`src/hw/rtl/ccvr_pkg.sv`:
```
package ccvr_pkg;

  // field and datapath widths
  localparam int FIELD_W  = 32;
  localparam int XY_W     = 36;
  localparam int Z_W      = 34;
  localparam int PROD_W   = XY_W + FIELD_W;
  localparam int STAGES_DEFAULT = 16;
  localparam int STAGES_MAX     = 30;

  // angles in q4.30 radians
  localparam logic signed [Z_W-1:0] PI_Q30      = 34'sd3373259426;
  localparam logic signed [Z_W-1:0] HALF_PI_Q30 = 34'sd1686629713;

  // register indexes
  localparam logic CFG_TO_CYL   = 1'b0;
  localparam logic CFG_PTS_CART = 1'b1;

  // payload travelling down the rotation stages
  typedef struct packed {
    logic                    use_z;
    logic signed [XY_W-1:0]  x;
    logic signed [XY_W-1:0]  y;
    logic signed [Z_W-1:0]   z;
    logic signed [XY_W-1:0]  a;
    logic signed [XY_W-1:0]  b;
    logic [FIELD_W-1:0]      c;
    logic                    last;
  } work_t;

  // round(atan(2^-i) * 2^30)
  function automatic logic signed [Z_W-1:0] atan_q30(input int i);
    logic signed [Z_W-1:0] r;
    case (i)
      0: r = 34'sd843314857;
      1: r = 34'sd497837829;
      2: r = 34'sd263043837;
      3: r = 34'sd133525159;
      4: r = 34'sd67021687;
      5: r = 34'sd33543516;
      6: r = 34'sd16775851;
      7: r = 34'sd8388437;
      8: r = 34'sd4194283;
      9: r = 34'sd2097149;
      default: r = 34'sd1 <<< (30 - i);
    endcase
    return r;
  endfunction

  // gain compensation in q30, elaboration time only
  function automatic logic [31:0] gain_q30(input int n);
    logic [63:0]  p;
    logic [63:0]  f;
    logic [63:0]  k2;
    logic [127:0] rem;
    logic [63:0]  v;
    logic [63:0]  res;
    logic [63:0]  bitv;
    p = 64'd1 << 30;
    for (int i = 0; i < n; i++) begin
      f = 64'd1 << 30;
      if (2 * i <= 30) f = f + (64'd1 << (30 - 2 * i));
      p = 64'((128'(p) * 128'(f)) >> 30);
    end
    // restoring long division of 2^60 by p
    k2  = '0;
    rem = '0;
    for (int j = 60; j >= 0; j--) begin
      rem = {rem[126:0], (j == 60) ? 1'b1 : 1'b0};
      if (rem >= 128'(p)) begin
        rem = rem - 128'(p);
        k2[j] = 1'b1;
      end
    end
    // integer square root of k2 * 2^30
    v    = k2 << 30;
    res  = '0;
    bitv = 64'd1 << 62;
    for (int j = 0; j < 32; j++) begin
      if (v >= res + bitv) begin
        v   = v - (res + bitv);
        res = (res >> 1) + bitv;
      end else begin
        res = res >> 1;
      end
      bitv = bitv >> 2;
    end
    return res[31:0];
  endfunction

endpackage

```
`src/hw/rtl/ccvr_finish.sv`:
```
module ccvr_finish #(
  parameter int ANGLE_STAGES = ccvr_pkg::STAGES_DEFAULT
) (
  input  logic                                clk,
  input  logic                                en_mul,
  input  logic                                en_out,
  input  ccvr_pkg::work_t                     d,
  output logic signed [ccvr_pkg::FIELD_W-1:0] res_a,
  output logic signed [ccvr_pkg::FIELD_W-1:0] res_b,
  output logic signed [ccvr_pkg::FIELD_W-1:0] res_c,
  output logic                                last
);

  localparam int PW = ccvr_pkg::PROD_W;
  localparam int RW = PW - 30;
  localparam logic signed [ccvr_pkg::FIELD_W-1:0] GAIN =
    ccvr_pkg::FIELD_W'(ccvr_pkg::gain_q30(ANGLE_STAGES));

  logic signed [PW-1:0]               pa;
  logic signed [PW-1:0]               pb;
  logic [ccvr_pkg::FIELD_W-1:0]       c_mul;
  logic                               last_mul;
  logic signed [RW-1:0]               ra;
  logic signed [RW-1:0]               rb;

  // gain product
  always_ff @(posedge clk) begin
    if (en_mul) begin
      pa       <= d.a * GAIN;
      pb       <= d.b * GAIN;
      c_mul    <= d.c;
      last_mul <= d.last;
    end
  end

  function automatic logic signed [ccvr_pkg::FIELD_W-1:0] sat(input logic signed [RW-1:0] v);
    logic signed [ccvr_pkg::FIELD_W-1:0] r;
    if (v > RW'(32'sh7fffffff)) r = 32'sh7fffffff;
    else if (v < -RW'(33'sh080000000)) r = 32'sh80000000;
    else r = ccvr_pkg::FIELD_W'(v);
    return r;
  endfunction

  // round to nearest and drop q30 scale
  always_comb begin
    ra = RW'((pa + (PW'(1) <<< 29)) >>> 30);
    rb = RW'((pb + (PW'(1) <<< 29)) >>> 30);
  end

  // output register
  always_ff @(posedge clk) begin
    if (en_out) begin
      res_a <= sat(ra);
      res_b <= sat(rb);
      res_c <= c_mul;
      last  <= last_mul;
    end
  end

endmodule

```
`config.mk`:
```
export PLATFORM = sky130hd
export DESIGN_NAME = ccvr_finish
export DESIGN_NICKNAME = d
export VERILOG_FILES = /design/src/hw/rtl/ccvr_pkg.sv /design/src/hw/rtl/ccvr_finish.sv
export SDC_FILE = /design/constraint.sdc
export NUM_CORES = 2
export LEC_CHECK = 0
export BUFFER_PORTS_ARGS = -buffer_cell sky130_fd_sc_hd__buf_2
export CAP_MARGIN = 20
export CORE_MARGIN = 2
export CORE_UTILIZATION = 50
export DETAILED_ROUTE_END_ITERATION = 7
export PLACE_DENSITY = 0.68
export SYNTH_ARGS = -nofsm -noshare
export SYNTH_HDL_FRONTEND = slang
export SYNTH_SLANG_ARGS = --single-unit
```
`constraint.sdc`:
```
create_clock -name clk -period 26.7 [get_ports clk]
set_clock_uncertainty 0.1 [all_clocks]
set_input_delay 5.34 -clock clk [delete_from_list [all_inputs] [get_ports clk]]
set_output_delay 5.34 -clock clk [all_outputs]
set_load 0.01 [all_outputs]
```
==> Yosys cells after proc, flatten, opt, wreduce, memory -nomap -nowiden <==
Index checks and enable logic that the tools add are counted.
{ "word_totals": {"ff_bits": 264, "out_inout_bits": 97, "wordCells": 18, "in_bits": 215} }
{ "classes": {"mul": 2, "mux": 2, "add_sub_neg": 2, "order_cmp": 4} }
{ "op_table": {"columns": ["cell", "count"], "rows": [
  ["$add 68x31->68 const B", 2],
  ["$mul 36x30->66 const B", 2],
  ["$gt 38x32->1 const B", 2],
  ["$lt 38x32->1 const B", 2],
  ["$mux 32", 2]
]} }

==> Longest topological paths before layout <==
{ "logic_depth": {"depth_word": 3, "depth_mapped": 27, "depth_no_buf": 27} }

==> Worst setup path after synthesis <==
No wires, ideal clock.
{ "synth_timing": {"path_type": "input-to-reg", "from": "input port d[98] in the netlist's numbering", "to": "register pa[60] (data pin)", "setup_slack_ps": 14546, "arrival_time_ps": 11794, "n_path_buf": 0, "setup_time_ps": 260, "required_ps": 26340, "stages": 25, "cell_sequence": "ha_1 -> inv_1 -> fa_1 -> inv_1 -> fa_1 -> inv_1 -> fa_1 -> inv_1 -> fa_1 -> fa_1 -> fa_1 -> inv_1 -> fa_1 -> inv_1 -> ha_1 -> a21o_1 -> a21o_1 -> a21o_1 -> a311oi_1 -> nand3_1 -> o211a_1 -> o21ai_0 -> a21oi_1 -> a311o_1 -> xor2_1"} }
{ "synth_between": {"elab_chain_len": 1} }
{ "synth_lines": {"columns": ["element", "line_no", "text"], "rows": [
  ["start, declared", "ccvr_finish.sv:7", "input ccvr_pkg::work_t d,"],
  ["$mul 36x30->66", "ccvr_finish.sv:29", "pa <= d.a * GAIN;"],
  ["end signal, assigned", "ccvr_finish.sv:29", null],
  ["end, declared", "ccvr_finish.sv:19", "logic signed [PW-1:0] pa;"]
]} }
Every way passes these cells.
A chain may end at the register's enable or synchronous reset.

==> Final worst setup path <==
{ "layout_timing": {"from": "input port d[84] in the netlist's numbering", "to": "register pa[61] (data pin)"} }
Same word-level chain as after synthesis.

==> impl_metrics.csv <==
group,metric,value,unit
status,outcome,"completed",
synth,postSynthRegisterBits,206,
setup_path,crit_path_max_incr_delay,1.12,ns
job,max-cap-violations,0,
route,first_pass_iters,7,
die,dieHeight,315,um
placed_design,placed_cell_area,0.0508,mm2
worst_hold_path,hold-path-cell-count,0,
clock_network,cts_inserted_buffers,23,
synth,netlist_instances,4529,
global_route,pin_count_of_the_biggest_net_entering_global_routing,60,
cells_and_area,final_net_count,6696,
sta,fmax,75.4,MHz
cells_and_area,leading_cell_type_in_the_layout_fill_and_taps_excluded,"sky130_fd_sc_hd__inv_1",
synth,synth.largest_area_cell,"sky130_fd_sc_hd__fa_1",
cells_and_area,most-common-layout-cells,"sky130_fd_sc_hd__inv_1 (1,567), sky130_fd_sc_hd__fa_1 (1,063), sky130_fd_sc_hd__ha_1 (673), sky130_fd_sc_hd__edfxtp_1 (206), sky130_fd_sc_hd__buf_2 (202)",
setup_path,crit_required,26.88,ns
sta,max_slew_violation_count,0,
clock_network,clk-insertion-delay-late,0.54,ns
sta,slew_headroom,16.0,%
setup_path,worst-r2r-cell-count,10,
worst_hold_path,worstHoldEndpoint,"res_c[23]$_DFFE_PP_",
sta,grt_setup_unrepaired,"false",
sta,worst_hold_slack,0.318,ns
cells_and_area,finalInstanceArea,0.0515,mm2
sta,finalHoldViolations,0,
cells_and_area,fillers,8528,
sta,worst-slew-pin-transition,1.26,ns
placed_design,gp_weighted_congestion,0.992,
global_route,groute.usage.overall,26.0,%
die,floorplan.rows,113,
placed_design,numPortBuffers,204,
route,dr.first_iter.drc_count,1948,
setup_path,critical_path.reg2reg.startpoint,"pa[33]$_DFFE_PP_",
synth,postSynth.topFlopCell,"sky130_fd_sc_hd__edfxtp_1",
die,floorplan.die.width,315,um
die,die-area,0.0991,mm2
clock_network,postCtsResizedCells,0,
global_route,grt_pass1_wl,195000,um
clock_network,clkTransAtPathRegs,0.06,ns
synth,synth.distinct_cells,69,
synth,seq_area_frac_synth,12.8,%
sta,fin_tns_setup,0,ns
route,detail-route-antenna-nets,0,
sta,fin_crit,13.26,ns
setup_path,series_of_cell_instances_along_the_critical_path,"buf_2, ha_1, fa_1, inv_1, fa_1, fa_1, fa_1, inv_1, fa_1, fa_1, inv_1, fa_1, inv_1, ha_1, nand2_1, nor2_1, nand3_1, a2111oi_1, o211ai_1, and4b_1, nor4_1, a2111oi_0, o21ai_0, xor2_1",
route,drt-total-wl,124000,um
synth,synth-edff-count,206,
clock_network,root_buffer,"sky130_fd_sc_hd__clkbuf_16",
clock_network,cts_hold_buf,0,
cells_and_area,final-seq-area,0.00619,mm2
synth,synth-warning-count,0,
die,fp.coreArea,0.0953,mm2
global_route,first_global_vias,33600,
clock_network,postCtsSetupRepairBufs,0,
clock_network,cts_tree,"yes",
placed_design,dp_hpwl,112000,um
sta,fin_crit_sh,49.7,%
setup_path,crit_path_frequent_cell,"sky130_fd_sc_hd__fa_1",
setup_path,critPathArrivalTime,13.44,ns
setup_path,worst_path_max_delay_cell,"sky130_fd_sc_hd__a2111oi_1",
setup_path,critical_path_class,"in -> reg",
synth,yosysTopAreaCellShare,44.1,%
clock_network,tritoncts_sink_count,206,
worst_hold_path,min-delay-start,"c_mul[23]$_DFFE_PP_",
cells_and_area,multi_input_comb_area,0.0361,mm2
global_route,globalRoute.totalOverflow,0,
die,io_pins,312,
setup_path,critPathMaxFanout,6,
setup_path,endpoint_kind,"flip-flop",
synth,synth_top_cells_by_area,"sky130_fd_sc_hd__fa_1 (44%), sky130_fd_sc_hd__ha_1 (17%), sky130_fd_sc_hd__edfxtp_1 (13%)",
cells_and_area,area_growth,6.72,%
sta,final-setup-viol-count,0,
route,num_vias,31000,
route,detail_route.drc_violations,0,
global_route,antenna_found_initial,3,
synth,net_count_of_the_mapped_netlist,6480,
synth,syn_avg_cell_area,10.7,um2
route,vias_per_cell,5.15,
die,floorplan.initialDensity,50.7,%
worst_hold_path,timing.hold.worst.class,"reg -> reg",
setup_path,crit-reg2reg-capture,"res_a[3]$_SDFFCE_PN1P_",
synth,synth-async-reset-ratio,0,%
setup_path,regToRegSetupSlack,23.02,ns
route,avgRoutedWirePerCell,20.5,um
cells_and_area,drive_gt1_share,6.22,%
clock_network,clock_path_buffers,3,
clock_network,htreeDepth,1,
synth,post_synth_instance_area,0.0483,mm2
setup_path,setup.worst_path.start_class,"input port",
[sequential cells by signal (all words and copies together) (netlist names)]
| signal | cells |
|---|---|
| last | 1 |
| res_a | 32 |
| pb | 38 |
| c_mul | 32 |
| res_b | 32 |
| res_c | 32 |
| last_mul | 1 |
| pa | 38 |
[layout make-up]
type,count,area share [%]
Antenna cell,2,0.00971
Tap cell,1265,3.07
Clock inverter,10,0.172
Inverter,1569,11.4
Timing Repair Buffer,213,2.14
Multi-Input combinational cell,2732,70.0
Sequential cell,206,12.0
Clock buffer,30,1.17
[synthesized netlist by cell type (all sizes together), types with 10 or more instances]
master and n:
a211oi 16, a21o 72, a21oi 130, and2 19, and3 29, clkbuf 14, edfxtp 206, fa 1063
ha 673, inv 1567, nand2 103, nand2b 10, nand3 47, nand4 33, nor2 80, nor2b 16
nor3 12, o21ai 108, o21bai 10, or2 18, xnor2 94, xor2 100
[cell families (layout without fill, tap and decap cells)]
group | count (synthesis) | after routing | share of synthesized area (%)
simple gates | 385 | 385 | 4.12
flops | 206 | 206 | 12.8
xor+xnor | 194 | 194 | 3.52
compound gates | 412 | 412 | 5.44
other cells | 0 | 2 | 0
fa+ha+maj | 1736 | 1736 | 61.5
buf+inv | 1591 | 1822 | 12.5
mux | 5 | 5 | 0.106
[worst max-delay path, delay by kind of cell]
| family | cells | cell delay [ns] |
|---|---|---|
| compound gates | 4 | 1.88 |
| xor+xnor | 1 | 0.10 |
| fa+ha+maj | 9 | 4.45 |
| buf+inv | 5 | 0.53 |
| simple gates | 5 | 1.11 |
[per-layer routing]
metal	vias up	GRT usage, %	part of all wire, %
met5	-	0	0
met4	0	8.23	3.7
met3	214	2.68	6.0
met2	976	41.0	45
met1	15700	38.1	45
li1	14100	-	-
[how the worst max path moves through the flow]
stage | start | to
final | d[84] | pa[61]$_DFFE_PP_
after CTS | d[86] | pa[61]$_DFFE_PP_
after detailed placement | d[86] | pa[61]$_DFFE_PP_
after global routing | d[86] | pa[61]$_DFFE_PP_
after global placement | d[86] | pa[61]$_DFFE_PP_
after floorplan | d[98] | pa[60]$_DFFE_PP_
[through the flow]
stage	util, %	instances	worst slack, ns
after global placement	53.3	5984	13.13
after global routing	54.1	6026	13.22
final	54.1	6027	13.44
after detailed placement	53.3	5984	13.13
after floorplan	-	4529	14.55
after CTS	54.0	6024	13.68
Power is not shown: default switching activity piles up to over one toggle a cycle in this logic, so the estimate is an artifact.
