`src/hw/rtl/ccvr_pkg.sv`:
```
package ccvr_pkg;

  // field and datapath widths
  localparam int FIELD_W  = 32;
  localparam int XY_W     = 36;
  localparam int Z_W      = 34;
  localparam int PROD_W   = XY_W + FIELD_W;
  localparam int STAGES_DEFAULT = 16;
  localparam int STAGES_MAX     = 30;

  // angles in q4.30 radians
  localparam logic signed [Z_W-1:0] PI_Q30      = 34'sd3373259426;
  localparam logic signed [Z_W-1:0] HALF_PI_Q30 = 34'sd1686629713;

  // register indexes
  localparam logic CFG_TO_CYL   = 1'b0;
  localparam logic CFG_PTS_CART = 1'b1;

  // payload travelling down the rotation stages
  typedef struct packed {
    logic                    use_z;
    logic signed [XY_W-1:0]  x;
    logic signed [XY_W-1:0]  y;
    logic signed [Z_W-1:0]   z;
    logic signed [XY_W-1:0]  a;
    logic signed [XY_W-1:0]  b;
    logic [FIELD_W-1:0]      c;
    logic                    last;
  } work_t;

  // round(atan(2^-i) * 2^30)
  function automatic logic signed [Z_W-1:0] atan_q30(input int i);
    logic signed [Z_W-1:0] r;
    case (i)
      0: r = 34'sd843314857;
      1: r = 34'sd497837829;
      2: r = 34'sd263043837;
      3: r = 34'sd133525159;
      4: r = 34'sd67021687;
      5: r = 34'sd33543516;
      6: r = 34'sd16775851;
      7: r = 34'sd8388437;
      8: r = 34'sd4194283;
      9: r = 34'sd2097149;
      default: r = 34'sd1 <<< (30 - i);
    endcase
    return r;
  endfunction

  // gain compensation in q30, elaboration time only
  function automatic logic [31:0] gain_q30(input int n);
    logic [63:0]  p;
    logic [63:0]  f;
    logic [63:0]  k2;
    logic [127:0] rem;
    logic [63:0]  v;
    logic [63:0]  res;
    logic [63:0]  bitv;
    p = 64'd1 << 30;
    for (int i = 0; i < n; i++) begin
      f = 64'd1 << 30;
      if (2 * i <= 30) f = f + (64'd1 << (30 - 2 * i));
      p = 64'((128'(p) * 128'(f)) >> 30);
    end
    // restoring long division of 2^60 by p
    k2  = '0;
    rem = '0;
    for (int j = 60; j >= 0; j--) begin
      rem = {rem[126:0], (j == 60) ? 1'b1 : 1'b0};
      if (rem >= 128'(p)) begin
        rem = rem - 128'(p);
        k2[j] = 1'b1;
      end
    end
    // integer square root of k2 * 2^30
    v    = k2 << 30;
    res  = '0;
    bitv = 64'd1 << 62;
    for (int j = 0; j < 32; j++) begin
      if (v >= res + bitv) begin
        v   = v - (res + bitv);
        res = (res >> 1) + bitv;
      end else begin
        res = res >> 1;
      end
      bitv = bitv >> 2;
    end
    return res[31:0];
  endfunction

endpackage

```
`src/hw/rtl/ccvr_pre.sv`:
```
module ccvr_pre (
  input  logic                              clk,
  input  logic                              en,
  input  logic                              pts_cart,
  input  logic signed [ccvr_pkg::FIELD_W-1:0] point_first,
  input  logic signed [ccvr_pkg::FIELD_W-1:0] point_second,
  input  logic signed [ccvr_pkg::FIELD_W-1:0] vec_a,
  input  logic signed [ccvr_pkg::FIELD_W-1:0] vec_b,
  input  logic signed [ccvr_pkg::FIELD_W-1:0] vec_c,
  input  logic                              last_point,
  output ccvr_pkg::work_t                   q
);

  localparam int ZWIDE = ccvr_pkg::FIELD_W + 14;

  logic                                 origin;
  logic                                 neg;
  logic signed [ZWIDE-1:0]              zw;
  logic signed [ccvr_pkg::Z_W-1:0]      zs;
  logic signed [ccvr_pkg::Z_W-1:0]      zf;
  logic signed [ccvr_pkg::XY_W-1:0]     px;
  logic signed [ccvr_pkg::XY_W-1:0]     py;
  logic signed [ccvr_pkg::XY_W-1:0]     va;
  logic signed [ccvr_pkg::XY_W-1:0]     vb;
  ccvr_pkg::work_t                      d;

  // azimuth scaling, saturation and folding into half plane
  always_comb begin
    origin = (point_first == '0) && (point_second == '0);
    zw = {point_second, 14'b0};
    if (zw > ZWIDE'(ccvr_pkg::PI_Q30)) zs = ccvr_pkg::PI_Q30;
    else if (zw < -ZWIDE'(ccvr_pkg::PI_Q30)) zs = -ccvr_pkg::PI_Q30;
    else zs = ccvr_pkg::Z_W'(zw);
    px = ccvr_pkg::XY_W'(point_first);
    py = ccvr_pkg::XY_W'(point_second);
    va = ccvr_pkg::XY_W'(vec_a);
    vb = ccvr_pkg::XY_W'(vec_b);
    zf = zs;
    neg = 1'b0;
    if (pts_cart) begin
      zf = '0;
      if (!origin && point_first[ccvr_pkg::FIELD_W-1]) begin
        neg = 1'b1;
        px  = -px;
        py  = -py;
      end
    end else if (zs > ccvr_pkg::HALF_PI_Q30) begin
      neg = 1'b1;
      zf  = zs - ccvr_pkg::PI_Q30;
    end else if (zs < -ccvr_pkg::HALF_PI_Q30) begin
      neg = 1'b1;
      zf  = zs + ccvr_pkg::PI_Q30;
    end
    d.use_z = !pts_cart || origin;
    d.x     = px;
    d.y     = py;
    d.z     = zf;
    d.a     = neg ? -va : va;
    d.b     = neg ? -vb : vb;
    d.c     = vec_c;
    d.last  = last_point;
  end

  // stage register
  always_ff @(posedge clk) begin
    if (en) q <= d;
  end

endmodule

```
`config.mk`:
```
export PLATFORM = sky130hd
export DESIGN_NAME = ccvr_pre
export DESIGN_NICKNAME = d
export VERILOG_FILES = /design/src/hw/rtl/ccvr_pkg.sv /design/src/hw/rtl/ccvr_pre.sv
export SDC_FILE = /design/constraint.sdc
export NUM_CORES = 1
export LEC_CHECK = 0
export ABC_AREA = 1
export BUFFER_PORTS_ARGS = -buffer_cell sky130_fd_sc_hd__clkbuf_2
export CORE_MARGIN = 4
export CORE_UTILIZATION = 35
export DETAILED_ROUTE_END_ITERATION = 6
export SLEW_MARGIN = 30
export SYNTH_ARGS = -nofsm -noshare
export SYNTH_HDL_FRONTEND = slang
export SYNTH_SLANG_ARGS = --single-unit
```
`constraint.sdc`:
```
create_clock -name clk -period 3.4 [get_ports clk]
set_input_delay 0.34 -clock clk [delete_from_list [all_inputs] [get_ports clk]]
set_output_delay 0.34 -clock clk [all_outputs]
set_load 0.01 [all_outputs]
```
Word level (Yosys, flattened, before mapping)
Index checks and enable logic that the tools add are counted.
- bits in registers: 212
- input port bits: 164
- output and inout bits: 212
- logic and storage cells: 39
- add/sub/neg operators: 6
- order comparisons: 4
- mux-type cells: 14
- reductions and logical operators: 7
- operators by type and width (operator ; number):
    $mux W36 ; 6
    $neg A32 Y36 ; 4
    $mux W34 ; 4
    $logic_not A32 Y1 ; 2
    $gt A46 B33 Y1 const B ; 1
    $lt A46 B33 Y1 const B ; 1
    $add A34 B33 Y34 const B ; 1
    $gt A34 B32 Y1 const B ; 1
    $lt A34 B32 Y1 const B ; 1
    $sub A34 B33 Y34 const B ; 1
    $mux W1 ; 4
    $logic_and A1 B1 Y1 ; 2
    $logic_not A1 Y1 ; 2
    $logic_or A1 B1 Y1 ; 1

Longest topological paths before layout
Gate-level depths: netlist (run 1).
- word-level depth: 8
- mapped depth: 26
- depth with buffers taken out: 24

Worst setup path before layout (run 1)
OpenSTA, ideal clock, no wires.
- path type: input to register
- start: input point_second[0] (netlist name)
- end: register q[34] (netlist name), data pin
- library setup time: 0.253 ns
- data arrival time: 2.496 ns
- data required time: 3.147 ns
- path slack: 0.652 ns
- stages: 23
- path buffers: 2
- path through: inv_1 > ha_1 > nand3_1 > nand3_1 > nand2_1 > nand2_2 > nand2_2 > buf_6 > nand2_1 > nand3_2 > nor2_2 > nand3_2 > nand3_2 > inv_2 > nor2_2 > nand2_4 > nand2_4 > inv_2 > nand2_4 > nand2_2 > buf_2 > nand2_1 > nand2_1
- RTL lines (item ; RTL line ; text):
    start: declaration ; ccvr_pre.sv:6 ; input logic signed [ccvr_pkg::FIELD_W-1:0] point_second,
    end signal: assignment ; ccvr_pre.sv:66 ; if (en) q <= d;
    end: declaration ; ccvr_pre.sv:11 ; output ccvr_pkg::work_t q

==> run metrics, run 1 <==
TNS Setup=0 ns; path type of the worst setup path=primary input to flip-flop; core box area=32,870 µm²; synthesis-stage register bit count=204; Pwr per Cell Area=444.5 nW/µm²; status=completed; Critical path destination=q[83]; antenna-violating nets left=0; vias per inst=4.752; Hold Vio Cnt, Final=0; Clk pwr share=35.6%; Hold Buf Count CTS=33; clk root buf=clkbuf_16; postcts setup bufs=0; worst path cell trace=clkbuf_2 -> nand2_1 -> nor2_1 -> nand4_1 -> nor2_1 -> nand2_2 -> nand2_2 -> nand2_1 -> nand3_1 -> inv_1 -> nand2_1 -> nor2_1 -> nand3_2 -> inv_2 -> nor2_2 -> nand2_4 -> nand2_4 -> inv_2 -> nand2_4 -> nand2_2 -> buf_12 -> buf_12 -> nand2_1 -> nand2_1; Max H-tree Level=1; I/O Pins=376; # rows=66; RSZ-0062 raised after global routing=no; Power, Total=6.917 mW; Post-Route WL=37,260 µm; Tmin final=2.876 ns; CTS sink count=204; Max FO, Critical Path=21; cell repeated most along the worst path=nand2_1; register share of total power=45.6%; layout cells sized above 1=27.17%; crit path launch=point_second[25]; vias in the first global route=10,620; Final GP Congestion=0.9191; clock slew at reported path FFs=0.06 ns; Final Cycle Share=84.59%; Switch Pwr=1.906 mW; 1st-iter DRT viols=571; Die Y-Extent=191.4 µm; Remaining DRCs=0; Max Clk Rate=347.7 MHz; VDD IR max=0.3317 mV; EDFF count, synth=204; Largest register FFs=204; Sw Ratio=27.56%; DR vias=10,810; Post-layout nets=1,985; Synth warnings=0; Int Pwr=5.010 mW; die footprint=36,650 µm²; Mean Syn Cell Area=8.590 µm²; FFs w/ async S/R, synth=0%; largest net degree at the start of global routing=89; CTS tree=done; Mapped Area=11,780 µm²; CP max-delay cell=nand2_2; slowest stage delay, CP=0.30 ns; post-CTS sizing=0; Largest Register=q; initial core utilization=35.83%; number of diodes=0; GRT Total Usage=19.51%; Synth cell types=39; grt ovf=0; Die Wd=191.4 µm; crit path DAT=3.14 ns; top_reg_cell synth=edfxtp_1; Setup crit end kind=flip-flop; combinational fraction of design power=18.8%; final setup fails=0; Cells after Synth=1,371; Initial DRT Pass Iterations=5; first-pass GRT wire length=57,110 µm; Area Growth Syn to Fin=32.11%; Critical Path RT=3.67 ns; Max Cap Viol=0; initial antenna violation count=0; per-cell routed wire length=16.38 µm; clk buf depth=3; Slew Viols, Final=0; Setup crit start kind=primary input; Post-Syn Nets=1,539; Least-Margin Pin Slew=0.8039 ns; PortBufs=374; Slew headroom=46.41%; post-DP HPWL=28,790 µm; Seq/Total Area, Yosys=52.01%; HP Class=primary input to flip-flop; Leak Pwr=7.248 nW; Inserted Clock Buffers=24; leading registers by flop count=q: 204 flops
cells by family after synthesis:
family          after synthesis  share of synthesized area [%]
compound gates               74                          3.495
xor+xnor                    117                          8.701
fa+ha+maj                     4                         0.4250
buf+inv                     218                          7.851
flops                       204                          52.01
other cells                   1                        0.03184
simple gates                753                          27.48
synth_stat cells, drive strengths merged (5+ instances only):
library cell | instances | area [µm²]
a21oi | 31 | 155.2
a31oi | 7 | 43.79
buf | 32 | 226.5
clkbuf | 17 | 63.81
edfxtp | 204 | 6126
inv | 168 | 630.6
nand2 | 349 | 1348
nand3 | 141 | 720.7
nand3b | 7 | 52.55
nand4 | 15 | 93.84
nor2 | 177 | 669.4
nor3 | 39 | 195.2
nor4 | 11 | 68.82
o21ai | 22 | 110.1
o31ai | 5 | 37.54
or2 | 9 | 56.30
xnor2 | 24 | 210.2
xor2 | 93 | 814.5
worst max-delay path, delay by kind of cell:
family                 cells  cell delay [ns]
buffers and inverters      6             0.65
and+or+nand+nor           18             2.13
layout by cell type, fill, tap and decap left out, drive strengths merged:
master | Yosys | layout
and2 | 2 | 2
bufinv | 0 | 2
nor4 | 11 | 11
xnor2 | 24 | 24
clkinv | 1 | 13
nand3 | 141 | 141
clkinvlp | 0 | 2
or2 | 9 | 9
conb | 1 | 1
a21boi | 2 | 2
nor3 | 39 | 39
ha | 4 | 4
o21a | 2 | 2
dlygate4sd3 | 0 | 35
nand2 | 349 | 349
xor2 | 93 | 93
nand4 | 15 | 15
buf | 32 | 60
a21oi | 31 | 31
clkbuf | 17 | 400
o32ai | 1 | 1
nor2 | 177 | 177
nand3b | 7 | 7
edfxtp | 204 | 204
inv | 168 | 168
o31ai | 5 | 5
a22oi | 1 | 1
a31oi | 7 | 7
and3 | 2 | 2
o21ai | 22 | 22
nor3b | 1 | 1
o22ai | 3 | 3
how the worst min path moves through the flow:
| stage | depth (start not counted) | endpoint | slack (ns) | from |
|---|---|---|---|---|
| final | 1 | q[175] | 0.04 | point_first[0] |
| after global routing | 1 | q[175] | 0.03 | point_first[0] |
| after CTS | 1 | q[23] | 0.001 | vec_c[22] |
| after detailed placement | 1 | q[22] | 0.52 | vec_c[21] |
| after global placement | 1 | q[22] | 0.52 | vec_c[21] |
| after floorplan | 0 | q[0] | 0.44 | last_point |
final cells by class:
cell class | instances | area, µm²
Tap cell | 442 | 553.0
Clock buffer | 26 | 608.1
Timing Repair Buffer | 469 | 2769
Fill cell | 3248 | 17310
Sequential cell | 204 | 6126
Multi-Input combinational cell | 949 | 4730
Inverter | 169 | 634.4
Clock inverter | 16 | 140.1
through the flow:
stage | setup WS, ns | cell area (µm²) | instances | utilization, % | hold slack [ns]
2_1_floorplan | 0.6517 | 11780 | 1371 | - | 0.4389
3_3_place_gp | 0.05601 | 14460 | 2198 | 44.00 | 0.5167
3_5_place_dp | 0.03677 | 14460 | 2198 | 44.00 | 0.5186
4_1_cts | 0.5458 | 15540 | 2273 | 47.28 | 0.001288
5_1_grt | 0.2390 | 15560 | 2275 | 47.34 | 0.02612
6_report | 0.5241 | 15560 | 2275 | 47.34 | 0.04486
layer usage:
metal  global-route usage [%]  routed length [µm]
met5                        0                   0
met4                    6.961                1426
met3                    4.145                2755
met2                    33.08               17600
met1                    24.66               15480
power by group through the flow:
stage	Clock, mW	Sequential, mW	Combinational (mW)
global route	2.65	3.17	1.45
global placement	0	3.21	1.27
CTS	2.54	3.16	1.32
floorplan	0	3.32	0.493
detailed placement	0	3.21	1.28
finish	2.46	3.15	1.30
Note: power is estimated with default switching activity, not from simulation.
==> run 2, diff against run 1 <==
- ABC_AREA: 1 -> 0
- clock period: 3.4 -> 2.9 ns (I/O delays scaled with it)
==> run metrics, run 2 <==
Post-Syn Nets=1,029; dominant cell type by area after synthesis=edfxtp_1; Final Cycle Share=94.58%; layout cells sized above 1=39.33%; DR vias=8,781; Largest Register=q; Leak Pwr=5.865 nW; Synth warnings=0; GRT Total Usage=19.21%; 1st-iter DRT viols=620; core box area=28,940 µm²; Post-layout nets=1,513; Setup crit end kind=flip-flop; largest net degree at the start of global routing=64; FFs w/ async S/R, synth=0%; Inserted Clock Buffers=24; RSZ-0062 raised after global routing=no; Least-Margin Pin Slew=0.7359 ns; most frequent cells in the layout=clkbuf_2 (373), edfxtp_1 (204), buf_4 (93); Final GP Congestion=0.8744; path type of the worst setup path=primary input to flip-flop; Mapped Area=10,320 µm²; Slew Viols, Final=0; commonest non-fill, non-tap cell in the layout=clkbuf_2; antenna-violating nets left=0; HP Class=primary input to flip-flop; initial antenna violation count=1; post-DP HPWL=24,690 µm; VDD IR max=0.3359 mV; Largest register FFs=204; post-synth top area share=59.33%; per-cell routed wire length=18.40 µm; Remaining DRCs=0; grt ovf=0; initial core utilization=35.68%; PortBufs=374; Mean Syn Cell Area=11.99 µm²; Max H-tree Level=1; EDFF count, synth=204; top_reg_cell synth=edfxtp_1; number of diodes=0; synthesis-stage register bit count=204; I/O Pins=376; Die Wd=179.8 µm; Hold Vio Cnt, Final=0; first-pass GRT wire length=50,310 µm; hold slack=0.09586 ns; Max Clk Rate=364.6 MHz; Critical Path RT=3.15 ns; CTS tree=done; Pwr per Cell Area=563.8 nW/µm²; Layout fillers=2,673; TNS Setup=0 ns; ranking of synthesized cells by area=edfxtp_1 (59%), xnor2_1 (7.3%), xor2_1 (3.7%); Tmin final=2.743 ns; die footprint=32,310 µm²; Max Cap Viol=0; leading registers by flop count=q: 204 flops; Initial DRT Pass Iterations=7; Setup crit start kind=primary input; status=completed; vias per inst=5.026; Synth cell types=75; # rows=62; Max FO, Critical Path=5; clk buf depth=3; final setup fails=0; Area Growth Syn to Fin=39.27%; Cells after Synth=861; count leader, synth=edfxtp_1; CTS sink count=204; Post-synth top cells=edfxtp_1 (204), xnor2_1 (86), nor2_1 (68); vias in the first global route=8,880; clock slew at reported path FFs=0.06 ns; Slew headroom=50.82%; clk root buf=clkbuf_16; crit path DAT=2.99 ns; Post-Route WL=32,150 µm; Die Y-Extent=179.8 µm; Seq/Total Area, Yosys=59.33%
==> run 2: cell types whose count changed in the layout (fill, tap and decap cells not counted), sizes merged, moves of 10 or more <==
cell | before | now
or3 | 0 | 11
nand2 | 349 | 64
a21oi | 31 | 43
or4 | 0 | 11
o31ai | 5 | 28
o21ai | 22 | 55
nor2 | 177 | 68
inv | 168 | 16
o41ai | 0 | 10
xnor2 | 24 | 86
xor2 | 93 | 44
nand3 | 141 | 16
buf | 60 | 98
==> run 2: worst max-delay path, stage by stage <==
cell and delay [ns]:
dlygate4sd3_1 0.54, clkbuf_2 0.14, inv_1 0.06, ha_1 0.16, nand2_1 0.08, or4_4 0.44
or3_1 0.39, nand2b_2 0.25, nor4_2 0.26, buf_4 0.16, a21oi_1 0.07, xor2_1 0.15
==> run 2: layer usage <==
layer / share of wire [%] / vias up / track usage [%] / wire length, µm
li1: - / 4169 / - / -
met1: 40 / 4176 / 24.21 / 12780
met2: 49 / 374 / 33.51 / 15820
met3: 8.8 / 60 / 4.790 / 2835
met4: 2.2 / 2 / 4.297 / 692
met5: 0.059 / - / 0 / 19
==> run 2: kinds of logic after synthesis <==
logic type      synth area share, %
compound gates                12.19
simple gates                  13.33
other cells                 0.03632
flops                         59.33
buf+inv                       3.284
xor+xnor                      11.03
fa+ha+maj                    0.4848
mux                          0.3151
==> run 2: final timing paths <==
kind	startpoint	end	cells after the start
setup / recovery	vec_a[0]	q[99]	12
hold / removal	vec_a[10]	q[79]	2
==> run 2: where the power goes <==
group	total (mW)	leakage (nW)	switching [mW]	internal (mW)
sequential	3.70	1.99	0.0935	3.61
clock	3.03	0.388	1.19	1.84
combinational	1.38	3.49	0.791	0.587
total	8.11	5.86	2.07	6.04
==> run 2: final cells by class <==
class	instances	area, µm²	area share, %
Tap cell	384	480.5	3.341
Sequential cell	204	6126	42.60
Clock inverter	13	140.1	0.9745
Clock buffer	31	648.1	4.507
Timing Repair Buffer	508	3039	21.13
Inverter	17	63.81	0.4437
Multi-Input combinational cell	590	3882	27.00
==> run 2: through the flow <==
stage,setup slack [ns],instances,util [%],power (mW),cell area (µm²)
detailed placement,-0.1010,1667,45.68,5.116,13220
CTS,0.09849,1747,49.65,8.221,14370
finish,0.1572,1747,49.70,8.108,14380
floorplan,0.1371,861,-,4.371,10320
global route,0.01008,1747,49.70,8.485,14380
global placement,-0.1076,1667,45.68,5.104,13220
==> run 2: what timing repair did <==
item,4_1_cts,5_1_grt
resized for setup,0,3
endpoints found under the hold margin,36,0
hold buffers,36,0
buffers inserted,0,0
endpoints found under the setup margin,0,4
