==> src/hw/rtl/ccvr_pkg.sv <==
package ccvr_pkg;

  // field and datapath widths
  localparam int FIELD_W  = 32;
  localparam int XY_W     = 36;
  localparam int Z_W      = 34;
  localparam int PROD_W   = XY_W + FIELD_W;
  localparam int STAGES_DEFAULT = 16;
  localparam int STAGES_MAX     = 30;

  // angles in q4.30 radians
  localparam logic signed [Z_W-1:0] PI_Q30      = 34'sd3373259426;
  localparam logic signed [Z_W-1:0] HALF_PI_Q30 = 34'sd1686629713;

  // register indexes
  localparam logic CFG_TO_CYL   = 1'b0;
  localparam logic CFG_PTS_CART = 1'b1;

  // payload travelling down the rotation stages
  typedef struct packed {
    logic                    use_z;
    logic signed [XY_W-1:0]  x;
    logic signed [XY_W-1:0]  y;
    logic signed [Z_W-1:0]   z;
    logic signed [XY_W-1:0]  a;
    logic signed [XY_W-1:0]  b;
    logic [FIELD_W-1:0]      c;
    logic                    last;
  } work_t;

  // round(atan(2^-i) * 2^30)
  function automatic logic signed [Z_W-1:0] atan_q30(input int i);
    logic signed [Z_W-1:0] r;
    case (i)
      0: r = 34'sd843314857;
      1: r = 34'sd497837829;
      2: r = 34'sd263043837;
      3: r = 34'sd133525159;
      4: r = 34'sd67021687;
      5: r = 34'sd33543516;
      6: r = 34'sd16775851;
      7: r = 34'sd8388437;
      8: r = 34'sd4194283;
      9: r = 34'sd2097149;
      default: r = 34'sd1 <<< (30 - i);
    endcase
    return r;
  endfunction

  // gain compensation in q30, elaboration time only
  function automatic logic [31:0] gain_q30(input int n);
    logic [63:0]  p;
    logic [63:0]  f;
    logic [63:0]  k2;
    logic [127:0] rem;
    logic [63:0]  v;
    logic [63:0]  res;
    logic [63:0]  bitv;
    p = 64'd1 << 30;
    for (int i = 0; i < n; i++) begin
      f = 64'd1 << 30;
      if (2 * i <= 30) f = f + (64'd1 << (30 - 2 * i));
      p = 64'((128'(p) * 128'(f)) >> 30);
    end
    // restoring long division of 2^60 by p
    k2  = '0;
    rem = '0;
    for (int j = 60; j >= 0; j--) begin
      rem = {rem[126:0], (j == 60) ? 1'b1 : 1'b0};
      if (rem >= 128'(p)) begin
        rem = rem - 128'(p);
        k2[j] = 1'b1;
      end
    end
    // integer square root of k2 * 2^30
    v    = k2 << 30;
    res  = '0;
    bitv = 64'd1 << 62;
    for (int j = 0; j < 32; j++) begin
      if (v >= res + bitv) begin
        v   = v - (res + bitv);
        res = (res >> 1) + bitv;
      end else begin
        res = res >> 1;
      end
      bitv = bitv >> 2;
    end
    return res[31:0];
  endfunction

endpackage

==> src/hw/rtl/ccvr_stage.sv <==
module ccvr_stage #(
  parameter int IDX = 0
) (
  input  logic            clk,
  input  logic            en,
  input  logic            to_cyl,
  input  ccvr_pkg::work_t d,
  output ccvr_pkg::work_t q
);

  localparam logic signed [ccvr_pkg::Z_W-1:0] ATAN = ccvr_pkg::atan_q30(IDX);

  logic            sig;
  logic            rot_pos;
  ccvr_pkg::work_t n;

  // one micro-rotation of point and vector; the vector direction comes from the z or y sign and to_cyl
  always_comb begin
    n = d;
    sig = d.use_z ? !d.z[ccvr_pkg::Z_W-1] : !d.y[ccvr_pkg::XY_W-1];
    if (!d.y[ccvr_pkg::XY_W-1]) begin
      n.x = d.x + (d.y >>> IDX);
      n.y = d.y - (d.x >>> IDX);
    end else begin
      n.x = d.x - (d.y >>> IDX);
      n.y = d.y + (d.x >>> IDX);
    end
    n.z = d.z[ccvr_pkg::Z_W-1] ? d.z + ATAN : d.z - ATAN;
    rot_pos = sig ^ to_cyl;
    if (rot_pos) begin
      n.a = d.a - (d.b >>> IDX);
      n.b = d.b + (d.a >>> IDX);
    end else begin
      n.a = d.a + (d.b >>> IDX);
      n.b = d.b - (d.a >>> IDX);
    end
  end

  always_ff @(posedge clk) begin
    if (en) q <= n;
  end

endmodule

==> config.mk <==
export PLATFORM = sky130hd
export DESIGN_NAME = ccvr_stage
export DESIGN_NICKNAME = d
export VERILOG_FILES = /design/src/hw/rtl/ccvr_pkg.sv /design/src/hw/rtl/ccvr_stage.sv
export SDC_FILE = /design/constraint.sdc
export NUM_CORES = 1
export LEC_CHECK = 0
export BUFFER_PORTS_ARGS = -buffer_cell sky130_fd_sc_hd__buf_2
export CORE_MARGIN = 2
export CORE_UTILIZATION = 50
export DETAILED_ROUTE_END_ITERATION = 8
export PLACE_DENSITY = 0.77
export SYNTH_ARGS = -nofsm -noshare
export SYNTH_HDL_FRONTEND = slang
export SYNTH_SLANG_ARGS = --single-unit
==> constraint.sdc <==
create_clock -name clk -period 3.3 [get_ports clk]
set_input_delay 0.495 -clock clk [delete_from_list [all_inputs] [get_ports clk]]
set_output_delay 0.495 -clock clk [all_outputs]
set_load 0.03 [all_outputs]
# Yosys cells after proc, flatten, opt, wreduce, memory -nomap -nowiden
# Cells that the tools add are included.
# totals
mem_count	0
latch_bits	0
mem_bits_rw	0
word_cells	23
mem_bits_ro	0
in_bits	215
ff_bits	212
out_inout_bits	212
# classes
n_eq_ne	0
add_sub_neg	8
n_reduce_logical	2
mux	4
n_mul	0
magnitude_cmp	0
bitwise_logic	1
div_mod_pow	0
shifts	0
# op_table
operator	n
72-bit 2-to-1 mux	2
36-bit subtractor	4
36-bit adder	2
34-bit by 31-bit adder with 34-bit output, second input constant	1
34-bit 2-to-1 mux	1
34-bit by 31-bit subtractor with 34-bit output, second input constant	1
1-bit logical NOT	2
1-bit 2-to-1 mux	1
1-bit bitwise XOR	1

# Depth between registers and ports, before layout
# Gate-level depths: netlist of the first run.
# depth
depth_word	4
depth_mapped	14

# Worst setup path before layout of the first run
# OpenSTA, ideal clock, no wires.
# synth_path
path_kind	input-to-reg
startpoint	input port d[138] (netlist bit)
endpoint	register q[134] (netlist bit), data pin
setup_time_ps	264
arrival_time_ps	3028
slack_ps	8
cell_stages	12
cell_sequence	inv_1 -> ha_1 -> a21o_1 -> a21oi_1 -> o21ai_1 -> a2111oi_2 -> or3_1 -> a21oi_1 -> a31o_2 -> a311oi_2 -> o21ai_1 -> xor2_1
# synth_lines
item	line_no	source
start, declared	ccvr_stage.sv:7	input ccvr_pkg::work_t d,
end signal, assigned	ccvr_stage.sv:40	if (en) q <= n;
end, declared	ccvr_stage.sv:8	output ccvr_pkg::work_t q

==> results.json, run 1 <==
{
  "status": "completed",
  "cp-startpoint": "d[35]",
  "io_pins": 427,
  "dieArea_um2": 42100,
  "vias": 21200,
  "yosysSeqAreaShare_pct": 31.1,
  "maxSlewHeadroom_pct": 54.1,
  "synth_area_per_cell_um2": 8.78,
  "stdcell_count": 3647,
  "grt-ovfl-total": 0,
  "grt_antenna_before_repair": 9,
  "synth_flop_cell": "edfxtp_1",
  "clockRootBuffer": "clkbuf_16",
  "power_leakage_nw": 12.8,
  "synth-seq-cells": 210,
  "place_congestion": 0.979,
  "tns_ns": 0,
  "place_inst": 3590,
  "period_share_pct": 96.2,
  "area_delta_synth_final_pct": 33.2,
  "placeableCoreArea_um2": 39800,
  "setup_viol": 0,
  "fin_crit_ns": 3.18,
  "die_h_um": 205,
  "antenna_left": 0,
  "netlist_instances": 2307,
  "required_ns": 3.64,
  "numCtsBuffers": 27,
  "cellPowerDensity_nw_per_um2": 458,
  "drcViolationCount": 0,
  "min_path_type": "in2reg",
  "synth.distinct_cells": 91,
  "swShare_pct": 38.8,
  "grtUsageTotal_pct": 34.0,
  "start_util_pct": 50.8,
  "largest_reg_flops": 210,
  "top_register": "q",
  "cp-end-kind": "register",
  "drive_above_1_share_pct": 30.5,
  "syn_nets": 2779,
  "hold_viol": 0,
  "netlist_area_um2": 20200,
  "maxCapViolations": 0,
  "critPathArrivalTime_ns": 3.52,
  "grt_max_degree": 85,
  "cts.reportedPaths.clkPinSlew_ns": 0.06,
  "synth_edf_count": 210,
  "reg_top3": "q x210",
  "cts_tree": "yes",
  "wl_per_cell_um": 20.3,
  "ctsResizeCount": 0,
  "cts_hold_buf": 0,
  "rsz0062_at_grt": "false",
  "crit_fanout": 6,
  "crit_type": "in2reg",
  "crit_end": "q[61]",
  "nets": 3566,
  "grt_pass1_vias": 20700,
  "cts.sinks": 210,
  "firstDrtPassIters": 8,
  "ir_drop_mv": 0.399,
  "dpl.hpwl_um": 59700,
  "yosys_warnings": 0,
  "max_freq_ghz": 0.315,
  "final_max_slew_viol_count": 0,
  "max_slew.worst_pin.slew_ns": 0.683,
  "grt_pass1_wl_um": 113000,
  "comb_power_share_pct": 43.6,
  "htreeDepth": 1,
  "pwr-share-seq_pct": 29.9,
  "p_int_mw": 7.57,
  "cts_setup_buffers": 0,
  "max-clock-path-buffers": 3,
  "drt_iter0_drc": 2065,
  "start_kind": "input pin",
  "rows": 73,
  "p_sw_mw": 4.79,
  "power_frac_clock_pct": 26.5,
  "synthArstFlopShare_pct": 0,
  "die_w_um": 205,
  "vias_per_cell": 5.81,
  "portBuffers": 426,
  "detail_route.wirelength_um": 74200
}
[how the worst min path moves through the flow]
stage          startpoint     to  slack (ns)  depth (start not counted)
4_1_cts              d[4]   q[4]        0.06                          1
2_1_floorplan        d[0]   q[0]        0.59                          0
3_3_place_gp        d[26]  q[26]        0.67                          1
3_5_place_dp        d[15]  q[15]        0.67                          1
6_report            d[27]  q[27]        0.07                          1
5_1_grt             d[14]  q[14]        0.06                          1
[worst max-delay path, cell delays in order]
cell       delay (ns)
buf_2            0.13
inv_1            0.06
ha_1             0.37
nor2b_1          0.16
o21ai_0          0.26
a21oi_1          0.14
o41a_1           0.37
o41ai_2          0.37
o21ai_0          0.23
a2111oi_2        0.37
buf_4            0.20
o311a_1          0.14
a21oi_1          0.05
xnor2_1          0.15
[power by group through the flow]
| stage | clock [mW] | sequential [mW] | combinational [mW] |
|---|---|---|---|
| detailed placement | 0 | 3.74 | 5.26 |
| CTS | 3.30 | 3.70 | 5.31 |
| global placement | 0 | 3.73 | 5.21 |
| floorplan | 0 | 4.61 | 2.26 |
| global route | 3.39 | 3.73 | 5.74 |
| finish | 3.27 | 3.70 | 5.39 |
[cell families (layout without fill, tap and decap cells)]
| kind of cell | Yosys count | after routing | synth area share [%] |
|---|---|---|---|
| AO/OA/AOI/OAI | 776 | 776 | 24.8 |
| XOR/XNOR | 168 | 168 | 7.27 |
| adder cells (fa/ha/maj) | 257 | 257 | 16.1 |
| buffers and inverters | 335 | 1141 | 6.40 |
| flip-flops | 210 | 210 | 31.1 |
| multiplexers | 39 | 39 | 1.94 |
| other | 0 | 9 | 0 |
| AND/OR/NAND/NOR | 522 | 522 | 12.3 |
[synth_stat cells, types with 6 or more instances]
library cell  instances  area (µm²)
nor2b_1              28         175
a31oi_1              32         200
buf_1                16        60.1
a211oi_1             18         135
a311oi_1              6        52.6
a21oi_1             270        1350
o22ai_1               6        37.5
ha_1                250        3130
and3_1               12        75.1
nor2_1              185         694
fa_1                  7         140
nand4_1              30         188
xor2_1               28         245
xnor2_1             140        1230
mux2i_1              37         370
o211ai_1             12        90.1
nand2_1              98         368
a221o_1               7        70.1
inv_2                 6        22.5
inv_1               228         856
nand3_1              36         180
o21a_1               15         113
buf_2                12        60.1
clkbuf_1             61         229
o21bai_1             66         495
nand2b_1             31         194
o31ai_1              21         158
clkinv_1              7        26.3
a2111oi_0             9        78.8
or3_1                11        68.8
o221ai_1              9        78.8
nor4_1               16         100
o41ai_1               7        61.3
o21ai_0             141         706
a21o_1               65         488
o21ai_1              10        50.1
nor3_1               46         230
edfxtp_1            210        6310
[stage by stage]
| step | utilization [%] | total power [mW] | worst slack, ns | hold WS [ns] | cell area (µm²) |
|---|---|---|---|---|---|
| after CTS | 67.6 | 12.3 | 0.100 | 0.0560 | 26900 |
| final | 67.7 | 12.4 | 0.124 | 0.0723 | 27000 |
| after floorplan | - | 6.87 | 0.00786 | 0.594 | 20200 |
| after detailed placement | 65.2 | 9.00 | -0.471 | 0.673 | 26000 |
| after global routing | 67.7 | 12.9 | 0.0114 | 0.0590 | 27000 |
| after global placement | 65.2 | 8.94 | -0.483 | 0.672 | 26000 |
[final cells by class]
class	count	area, µm²
fill	3277	12900
multi-input combinational	1762	12700
sequential	210	6310
timing repair buffer	852	5410
inverter	241	905
clock buffer	28	679
tap	525	657
clock inverter	20	283
antenna	9	22.5
[placed cells by master (no fill, tap or decap), drive strengths merged, types with 21 or more instances in the layout]
master    n
a21o     65
a21oi   274
a31oi    33
buf     851
clkbuf   29
edfxtp  210
ha      250
inv     238
mux2i    37
nand2    98
nand2b   31
nand3    36
nand4    31
nor2    185
nor2b    28
nor3     46
o21ai   151
o21bai   66
o31ai    21
xnor2   140
xor2     28
[layer usage]
layer	up-vias	track usage [%]	wire length [µm]	share of wire, %
li1	9903	-	-	-
met1	9947	44.2	30200	41
met2	1147	57.3	35100	47
met3	176	5.13	6030	8.1
met4	4	12.5	2790	3.8
met5	-	0	35	0.047
(Power assumes the default switching activity.)
==> run 2: changes to the inputs <==
- CORE_MARGIN: 2 -> 3
- CTS_CLUSTER_DIAMETER: not set -> 120
- GPL_ROUTABILITY_DRIVEN: not set -> 0
==> results.json, run 2 (synthesis results as in run 1) <==
{
  "drcViolationCount": 0,
  "max-clock-path-buffers": 3,
  "cts_setup_buffers": 0,
  "maxCapViolations": 0,
  "vias_per_cell": 5.95,
  "required_ns": 3.59,
  "top_register": "q",
  "fin_crit_ns": 3.21,
  "dpl.hpwl_um": 55600,
  "rsz0062_at_grt": "false",
  "cellPowerDensity_nw_per_um2": 449,
  "placeableCoreArea_um2": 39800,
  "detail_route.wirelength_um": 69800,
  "wl_met1_um": 26300,
  "design_area_um2": 26200,
  "drt_iter0_drc": 2387,
  "cts.reportedPaths.clkPinSlew_ns": 0.06,
  "nets": 3491,
  "grt_pass1_wl_um": 109000,
  "cp.buffers_inverters": 3,
  "drive_above_1_share_pct": 28.5,
  "top_layer": "met5",
  "wl_per_cell_um": 19.5,
  "crit_fanout": 3,
  "cts.sinks": 210,
  "grt-ovfl-total": 0,
  "start_util_pct": 50.8,
  "cts_tree": "yes",
  "route.met3.wl_um": 6490,
  "die_w_um": 207,
  "max_freq_ghz": 0.312,
  "fin_ws_ns": 0.0935,
  "met2WireLength_um": 33000,
  "nFillCells": 3187,
  "grtUsageTotal_pct": 30.7,
  "post-place-ws_ns": -0.367,
  "io_pins": 427,
  "firstDrtPassIters": 7,
  "final_cell_mix": "buf_2, buf_4, a21oi_1, ha_1, inv_1",
  "vias": 21300,
  "cp_top_family": "compound AO/OA/AOI/OAI gates",
  "area_delta_synth_final_pct": 29.6,
  "maxSlewHeadroom_pct": 55.8,
  "reg_top3": "q x210",
  "place_inst": 3516,
  "crit_slowest_cell": "a221oi_2",
  "setup_viol": 0,
  "post_dp_cell_area_um2": 25300,
  "ctsResizeCount": 0,
  "critPathArrivalTime_ns": 3.49,
  "final_max_slew_viol_count": 0,
  "start_kind": "input pin",
  "dieArea_um2": 42900,
  "antenna_left": 0,
  "stdcell_count": 3575,
  "min_path_type": "in2reg",
  "hold_viol": 0,
  "grt_antenna_before_repair": 16,
  "portBuffers": 426,
  "grt_max_degree": 70,
  "numCtsBuffers": 26,
  "ir_drop_mv": 0.414,
  "grt_pass1_vias": 20900,
  "period_share_pct": 97.2,
  "cts_hold_buf": 0,
  "htreeDepth": 1,
  "power_leakage_nw": 12.4,
  "largest_reg_flops": 210,
  "final_common_cell": "buf_2",
  "crit_type": "in2reg",
  "max_slew.worst_pin.slew_ns": 0.658,
  "path_cells": "buf_2, inv_1, ha_1, fa_1, inv_1, a21oi_1, o211ai_1, a41o_1, a41o_1, a221o_1, a221oi_2, o21bai_1, mux2i_1, xnor2_1",
  "status": "completed",
  "clockRootBuffer": "clkbuf_16",
  "die_h_um": 207,
  "max_stage_delay_ns": 0.42,
  "rows": 73,
  "cp-end-kind": "register",
  "tns_ns": 0
}
==> run 2: cell types whose count changed in the layout (fill, tap and decap cells not counted), moves of 2 or more <==
cell / previous run / this run
a2111oi_0: 7 / 9
a2111oi_1: 2 / 0
buf_12: 6 / 2
buf_4: 420 / 350
bufinv_16: 6 / 3
clkbuf_1: 1 / 5
diode_2: 9 / 14
inv_6: 3 / 1
==> run 2: path summary, 6_finish.rpt <==
kind | to | slack [ns] | cells past startpoint | start
setup / recovery | q[203] | 0.09 | 14 | d[175]
hold / removal | q[19] | 0.11 | 1 | d[19]
==> run 2: final cells by class <==
type                    count  area [µm²]  area share (%)
inverters                 241         905            3.45
clock buffers              32         694            2.65
diodes                     14        35.0           0.133
flip-flops and latches    210        6310            24.0
clock inverters            13         148           0.563
repair buffers            778        4810            18.3
multi-input cells        1762       12700            48.4
well taps                 525         657            2.50
==> run 2: where the power goes <==
part           internal (mW)  switching (mW)
combinational           1.94            3.28
clock                   1.72            1.15
sequential              3.54           0.150
total                   7.20            4.58
==> run 2: per-stage QoR <==
stage / hold slack, ns / total power, mW / util [%]
finish: 0.112 / 11.8 / 65.9
global route: 0.0971 / 12.3 / 65.9
CTS: 0.0839 / 11.7 / 65.8
detailed placement: 0.673 / 8.81 / 63.7
global placement: 0.673 / 8.72 / 63.7
floorplan: 0.594 / 6.87 / -
==> run 2: metal layers <==
metal | GRT usage (%) | vias up
met3 | 5.44 | 327
met4 | 15.2 | 6
li1 | - | 9765
met5 | 0 | -
met1 | 38.1 | 9740
met2 | 51.7 | 1429
==> run 3: changes to the inputs <==
- GPL_TIMING_DRIVEN: not set -> 0
- SLEW_MARGIN: not set -> 15
==> results.json, run 3 (synthesis results as in run 1) <==
{
  "crit_type": "in2reg",
  "critPathArrivalTime_ns": 3.52,
  "max_freq_ghz": 0.307,
  "required_ns": 3.56,
  "final_common_cell": "buf_2",
  "rows": 73,
  "antenna_left": 0,
  "min_path_type": "in2reg",
  "placeableCoreArea_um2": 39800,
  "final_util_pct": 61.1,
  "post-place-ws_ns": -1.10,
  "grt_antenna_before_repair": 12,
  "crit_path_frequent_cell": "o21bai_1",
  "clockRootBuffer": "clkbuf_16",
  "cts.reportedPaths.clkPinSlew_ns": 0.05,
  "ir_drop_mv": 0.416,
  "grt_max_degree": 95,
  "detail_route.wirelength_um": 69300,
  "maxSlewHeadroom_pct": 33.0,
  "start_util_pct": 50.8,
  "violations": "DRC",
  "total_power_mw": 11.4,
  "reg_top3": "q x210",
  "largest_reg_flops": 210,
  "final_cell_mix": "buf_2, a21oi_1, ha_1, inv_1, edfxtp_1",
  "vias": 20400,
  "post_dp_cell_area_um2": 23100,
  "status": "finished with violations",
  "nets": 3244,
  "drcViolationCount": 2,
  "fin_crit_ns": 3.26,
  "maxCapViolations": 0,
  "die_h_um": 207,
  "top_register": "q",
  "cts_tree": "yes",
  "grt_pass1_vias": 20000,
  "design_area_um2": 24300,
  "crit_slowest_cell": "o21ai_1",
  "drt_iter0_drc": 2589,
  "hold_viol": 0,
  "power_leakage_nw": 10.9,
  "vias_per_cell": 6.12,
  "max-clock-path-buffers": 3,
  "drive_above_1_share_pct": 20.5,
  "grtUsageTotal_pct": 30.6,
  "cellPowerDensity_nw_per_um2": 470,
  "cp-end-kind": "register",
  "io_pins": 427,
  "cts.sinks": 210,
  "grt_pass1_wl_um": 107000,
  "max_slew.worst_pin.slew_ns": 1.00,
  "grt-ovfl-total": 0,
  "crit_fanout": 5,
  "numCtsBuffers": 27,
  "setup_viol": 0,
  "dpl.hpwl_um": 54100,
  "portBuffers": 426,
  "max_stage_delay_ns": 0.43,
  "path_cells": "buf_2, ha_1, inv_1, fa_1, o21bai_1, nand4_1, o211ai_1, a21oi_2, o21ai_1, a311oi_2, nor2_1, a41oi_1, o21bai_1, xnor2_1",
  "dieArea_um2": 42900,
  "die_w_um": 207,
  "fin_ws_ns": 0.0382,
  "htreeDepth": 1,
  "area_delta_synth_final_pct": 20.1,
  "firstDrtPassIters": 9,
  "final_max_slew_viol_count": 0,
  "start_kind": "input pin",
  "wl_per_cell_um": 20.8,
  "period_share_pct": 98.8
}
[run 3: cell types whose count changed in the layout (fill, tap and decap cells not counted), sizes merged]
cell,previous run,this run
clkinvlp,0,5
diode,14,13
buf,777,469
clkbuf,33,92
[run 3: cell type report]
class,instances,area [µm²]
inverter,241,908
timing repair buffer,437,2270
multi-input combinational,1762,12900
buffer,93,389
clock inverter,18,183
sequential,210,6310
tap,525,657
clock buffer,31,691
fill,3457,15500
antenna,13,32.5
[run 3: report_power, final]
part | internal, mW | leakage [nW] | switching, mW | total [mW]
clock | 1.74 | 0.418 | 1.19 | 2.92
combinational | 1.57 | 8.48 | 3.26 | 4.83
sequential | 3.54 | 2.06 | 0.134 | 3.67
[run 3: worst paths after layout]
path / startpoint / end / slack [ns] / cells after the start
worst max-delay path: d[139] / q[167] / 0.04 / 14
worst min-delay path: d[17] / q[17] / 0.11 / 1
[run 3: worst max-delay path, delay by kind of cell]
kind | cells | cell delay [ns]
AND/OR/NAND/NOR | 2 | 0.38
adder cells (fa/ha/maj) | 2 | 0.57
AO/OA/AOI/OAI | 7 | 1.78
XOR/XNOR | 1 | 0.14
buffers and inverters | 2 | 0.16
[run 3: metrics by stage]
step | TNS, ns | std cells | hold slack (ns)
global route | -0.00731 | 3326 | 0.0852
floorplan | 0 | 2307 | 0.594
global placement | -247.70 | 3258 | 0.672
CTS | 0 | 3311 | 0.0746
finish | 0 | 3330 | 0.112
detailed placement | -40.88 | 3260 | 0.673
[run 3: metal layers]
layer	wire [µm]	global-route usage (%)	vias up
met5	34	0	-
met3	7640	7.10	367
met4	4410	15.6	4
li1	-	-	9267
met2	31800	51.0	1446
met1	25400	37.0	9310
[run 3: repair_timing]
| item | in CTS | in global routing |
|---|---|---|
| pin swaps | 0 | 12 |
| hold buffers | 0 | 0 |
| gates resized for setup | 7 | 43 |
| hold endpoints to repair | 0 | 0 |
| setup endpoints to repair | 20 | 44 |
| buffers inserted | 2 | 7 |
